===== config.mk =====
export PLATFORM = sky130hd
export DESIGN_NAME = scc_divsqrt
export DESIGN_NICKNAME = d
export VERILOG_FILES = /design/src/design/scc_pkg.sv /design/src/design/scc_divsqrt.sv
export SDC_FILE = /design/constraint.sdc
export NUM_CORES = 1
export LEC_CHECK = 0
export ABC_AREA = 1
export BUFFER_PORTS_ARGS = -buffer_cell sky130_fd_sc_hd__clkbuf_2
export CAP_MARGIN = 10
export CORE_MARGIN = 3
export CORE_UTILIZATION = 35
export CTS_CLUSTER_DIAMETER = 60
export DETAILED_ROUTE_END_ITERATION = 10
export PLACE_DENSITY = 0.67
export SLEW_MARGIN = 5
export SYNTH_ARGS = -nofsm -noshare
export SYNTH_HDL_FRONTEND = slang
export SYNTH_SLANG_ARGS = --single-unit

===== constraint.sdc =====
create_clock -name aclk -period 6.8 [get_ports aclk]
set_input_delay 1.02 -clock aclk [delete_from_list [all_inputs] [get_ports aclk]]
set_output_delay 1.02 -clock aclk [all_outputs]
set_load 0.005 [all_outputs]

===== src/design/scc_pkg.sv =====
`default_nettype none
package scc_pkg;

    // request opcodes
    localparam logic [1:0] OP_LOAD   = 2'd0;
    localparam logic [1:0] OP_CAL    = 2'd1;
    localparam logic [1:0] OP_TOPCAL = 2'd2;

    // configuration register indexes
    localparam logic [1:0] CFG_MODE        = 2'd0;
    localparam logic [1:0] CFG_HARD_CLIP   = 2'd1;
    localparam logic [1:0] CFG_SKIP_FRAMES = 2'd2;
    localparam logic [1:0] CFG_TOTAL_FRMS  = 2'd3;

    // arithmetic widths and constants
    localparam int NUM_W   = 48;   // dividend / radicand high part
    localparam int DEN_W   = 33;   // divisor magnitude
    localparam int VAL_W   = 35;   // unclipped result
    localparam logic signed [15:0] RANGE_LIM = 16'sd80;
    localparam logic signed [VAL_W-1:0] ONE_Q16 = 35'sd65536;

    // start request into the shared divide / square-root unit
    typedef struct packed {
        logic start;
        logic is_sqrt;
    } scc_unit_req_t;

endpackage
`default_nettype wire


===== src/design/scc_divsqrt.sv =====
`default_nettype none
// Shared restoring divider and digit-by-digit square root, one result bit a cycle.
// Divide: num / den over 48 steps. Root: floor(sqrt(num * 2^16)) over 32 steps.
module scc_divsqrt
    import scc_pkg::*;
(
    input  wire logic                aclk,
    input  wire logic                aresetn,
    input  wire scc_unit_req_t       req,
    input  wire logic [NUM_W-1:0]    num,
    input  wire logic [DEN_W-1:0]    den,
    output logic                     done,
    output logic [NUM_W-1:0]         res
);
    localparam int REM_W = 36;
    localparam int OPD_W = NUM_W + 16;

    logic [REM_W-1:0] rem_reg;
    logic [OPD_W-1:0] opnd_reg;
    logic [NUM_W-1:0] res_reg;
    logic [DEN_W-1:0] den_reg;
    logic [5:0]       cnt_reg;
    logic             busy_reg;
    logic             sqrt_reg;
    logic             done_reg;

    logic [REM_W-1:0] rem_sh;
    logic [REM_W-1:0] trial;
    logic             ge;

    // one step: bring down bits, trial subtract
    always_comb begin
        if (sqrt_reg) begin
            rem_sh = {rem_reg[REM_W-3:0], opnd_reg[OPD_W-1 -: 2]};
            trial  = {res_reg[REM_W-3:0], 2'b01};
        end else begin
            rem_sh = {rem_reg[REM_W-2:0], opnd_reg[OPD_W-1]};
            trial  = REM_W'(den_reg);
        end
        ge = (rem_sh >= trial);
    end

    always_ff @(posedge aclk) begin
        if (!aresetn) begin
            busy_reg <= 1'b0;
            done_reg <= 1'b0;
            cnt_reg  <= '0;
            sqrt_reg <= 1'b0;
        end else begin
            done_reg <= 1'b0;
            if (req.start) begin
                busy_reg <= 1'b1;
                sqrt_reg <= req.is_sqrt;
                cnt_reg  <= req.is_sqrt ? 6'd31 : 6'(NUM_W - 1);
                rem_reg  <= '0;
                res_reg  <= '0;
                opnd_reg <= {num, 16'd0};
                den_reg  <= den;
            end else if (busy_reg) begin
                rem_reg  <= ge ? (rem_sh - trial) : rem_sh;
                res_reg  <= {res_reg[NUM_W-2:0], ge};
                opnd_reg <= sqrt_reg ? {opnd_reg[OPD_W-3:0], 2'b00}
                                     : {opnd_reg[OPD_W-2:0], 1'b0};
                cnt_reg  <= cnt_reg - 6'd1;
                if (cnt_reg == '0) begin
                    busy_reg <= 1'b0;
                    done_reg <= 1'b1;
                end
            end
        end
    end

    assign done = done_reg;
    assign res  = res_reg;

endmodule
`default_nettype wire


==> results.tsv <==
stage	metric	value	unit
floorplanning	ios	134	
logic_synthesis	yosysWarnings	0	
global_route	grt_max_degree	78	
worst_setup_path	slowest_delay	0.76	ns
logic_synthesis	synth.largest_area_cell	edfxtp_1	
sta	timing.slew.headroom	0.377	
logic_synthesis	syn_inst	1410	
clock_tree	clock-root-buffer	clkbuf_16	
logic_synthesis	synth_top_cell_area_share	0.449	
floorplanning	rows	64	
routing	initialDrtViolationCount	625	
clock_tree	cts_inserted_buffers	17	
power_and_ir_drop	total_power	3230	uW
logic_synthesis	syn_nets	1534	
worst_setup_path	crit_path_end_kind	flip-flop	
worst_setup_path	worstPathCellList	inv_1 > or2_2 > o21ai_0 > inv_1 > ha_1 > nand2_2 > nor2_1 > nand2_1 > nor2_2 > nand2_1 > a21oi_4 > nor2_4 > nand2_8 > inv_4 > nor2_1 > nor2_1	
logic_synthesis	synth-seq-cells	173	
logic_synthesis	synth.most_common_cell	nand2_1	
placed_design	pre_cts_slack	2.13	ns
floorplanning	core_area	30700	um^2
sta	finalSetupViolations	0	
worst_hold_path	hp-class	reg -> reg	
worst_setup_path	worst-path-max-fanout	41	
power_and_ir_drop	peakVddDrop	0.166	mV
sta	setup_ws	2.12	ns
cells_and_area	utilization	0.406	
clock_tree	clock_latency	0.44	ns
routing	first_pass_iters	5	
sta	rsz0062_at_grt	false	
sta	fin_crit	4.68	ns
clock_tree	cts_tree	yes	
placed_design	gp_congestion	0.926	
global_route	grt.overflow.total	0	
placed_design	dp_hpwl	20.4	mm
floorplanning	die_area	33500	um^2
logic_synthesis	async_flop_share	0	
worst_setup_path	reg2reg_slack	2.12	ns
sta	fin_crit_sh	0.688	
sta	fin_setup_tns	0	ns
logic_synthesis	synth.area.top_cells	edfxtp_1 45%, nand2_1 14%, inv_1 9.6%	
worst_setup_path	crit_type	reg -> reg	
cells_and_area	area_growth	14.0	%
cells_and_area	drive_gt1_frac	0.149	
outcome	outcome	finished clean	
routing	route.detailed.drc	0	
worst_setup_path	crit_arrival	4.96	ns
logic_synthesis	ys_types	41	
power_and_ir_drop	p_leak	0.00607	uW
worst_setup_path	worstPathRequired	7.09	ns
clock_tree	cts_sinks	173	
global_route	antenna_found_initial	0	
floorplanning	dieHeight	183	um
logic_synthesis	yosysSeqAreaShare	0.466	
global_route	grt_use_total	0.164	
logic_synthesis	avgSynthCellArea	7.78	um^2
floorplanning	start_util	0.357	
logic_synthesis	synthesis.area	11000	um^2
run	maxCapViolations	0	
routing	vias_per_cell	4.73	
clock_tree	cts.reportedPaths.clkPinSlew	0.07	ns
cells_and_area	n_fill_cell	3154	
sta	tightest_slew	0.933	ns
worst_setup_path	path_common_cell	nor2_1	
routing	vias	9121	
sta	hold_viol_final	0	
sta	skew	0.0167	ns
routing	finalWirelength	27.4	mm
worst_setup_path	critPathSlowestCell	dfxtp_2	
worst_setup_path	startpoint_type	flip-flop	
cells_and_area	final_nets	1645	
sta	drv_slew	0	
clock_tree	cts_setup_buffers	0	
clock_tree	cts_max_path_buffers	2	
logic_synthesis	synth_ff_type	edfxtp_1	
placed_design	numPortBuffers	133	
clock_tree	cts-resized-gates	0	
global_route	grt_pass1_wl	44.7	mm
clock_tree	htreeDepth	4	
power_and_ir_drop	p_per_area	259	nW/um^2
sta	fmax	214	MHz
logic_synthesis	synth_edf_count	164	
routing	antenna_left	0	
routing	post_drt_wl_per_cell	14.2	um
logic_synthesis	synthTopCellsByCount	421 x nand2_1, 280 x inv_1, 164 x edfxtp_1	
floorplanning	die_x	183	um
clock_tree	hold_buffers	0	
cells_and_area	diodes	0	
global_route	grt_pass1_vias	9110	
## final cells by class
type	instances	area, um^2	area share
Multi-Input combinational cell	906	4560	0.365
Clock inverter	12	114	0.00911
Inverter	282	1060	0.0849
Clock buffer	20	437	0.0349
Timing Repair Buffer	141	728	0.0583
Tap cell	396	495	0.0396
Sequential cell	173	5110	0.409
## metal layers
metal  part of all wire  up-vias  track usage
li1                   -     4708            -
met1               0.47     4179        0.216
met2               0.47      206        0.276
met3              0.048       28       0.0323
met4              0.016        0       0.0503
met5                  0        -            0
## cell families after synthesis
| logic type | Yosys count | share of synthesized area |
|---|---|---|
| buf+inv | 331 | 0.119 |
| xor+xnor | 19 | 0.0152 |
| simple gates | 690 | 0.263 |
| compound gates | 158 | 0.0915 |
| fa+ha+maj | 39 | 0.0452 |
| flops | 173 | 0.466 |
## cell usage in the layout (no fill, tap or decap), types with 4 or more instances in the layout
master,count
nand3_1,55
nor2_1,136
buf_4,9
ha_1,38
clkbuf_16,17
o221ai_1,46
inv_1,280
nor3_1,4
nor2_2,20
clkbuf_2,132
dfxtp_1,8
nand2_2,5
nand3b_1,9
nand2_1,421
clkinvlp_4,6
edfxtp_1,164
o21ai_0,73
or2_2,24
xor2_1,18
nor4_1,4
a21oi_1,26
## per-stage QoR
stage	cells	cell area (um^2)	hold WS, ns
after detailed placement	1898	11900	0.442
after global routing	1930	12500	0.462
after floorplan	1410	11000	0.422
after CTS	1930	12500	0.453
after global placement	1898	11900	0.435
final	1930	12500	0.448
## worst max-delay path: cells and delay by family (launching register included)
| kind | cells | cell delay [ns] |
|---|---|---|
| and+or+nand+nor | 10 | 2.07 |
| DFF | 1 | 0.76 |
| AOI/OAI and AO/OA | 2 | 0.22 |
| adders and majority gates | 1 | 0.41 |
| buffers and inverters | 3 | 1.04 |
## worst paths after layout
path | start | cells past startpoint | end
worst min-delay path | cnt_reg[0] | 1 | cnt_reg[0]
worst min register to register | cnt_reg[0] | 1 | cnt_reg[0]
worst max-delay path | sqrt_reg | 16 | rem_reg[16]
worst max register to register | sqrt_reg | 16 | rem_reg[16]
## report_power, final
group	internal (uW)	leakage [uW]	switching (uW)
Sequential	1280	0.00166	39.0
Clock	506	0.000247	420
Combinational	332	0.00416	652
No activity file was read; power rests on OpenSTA's default activity.
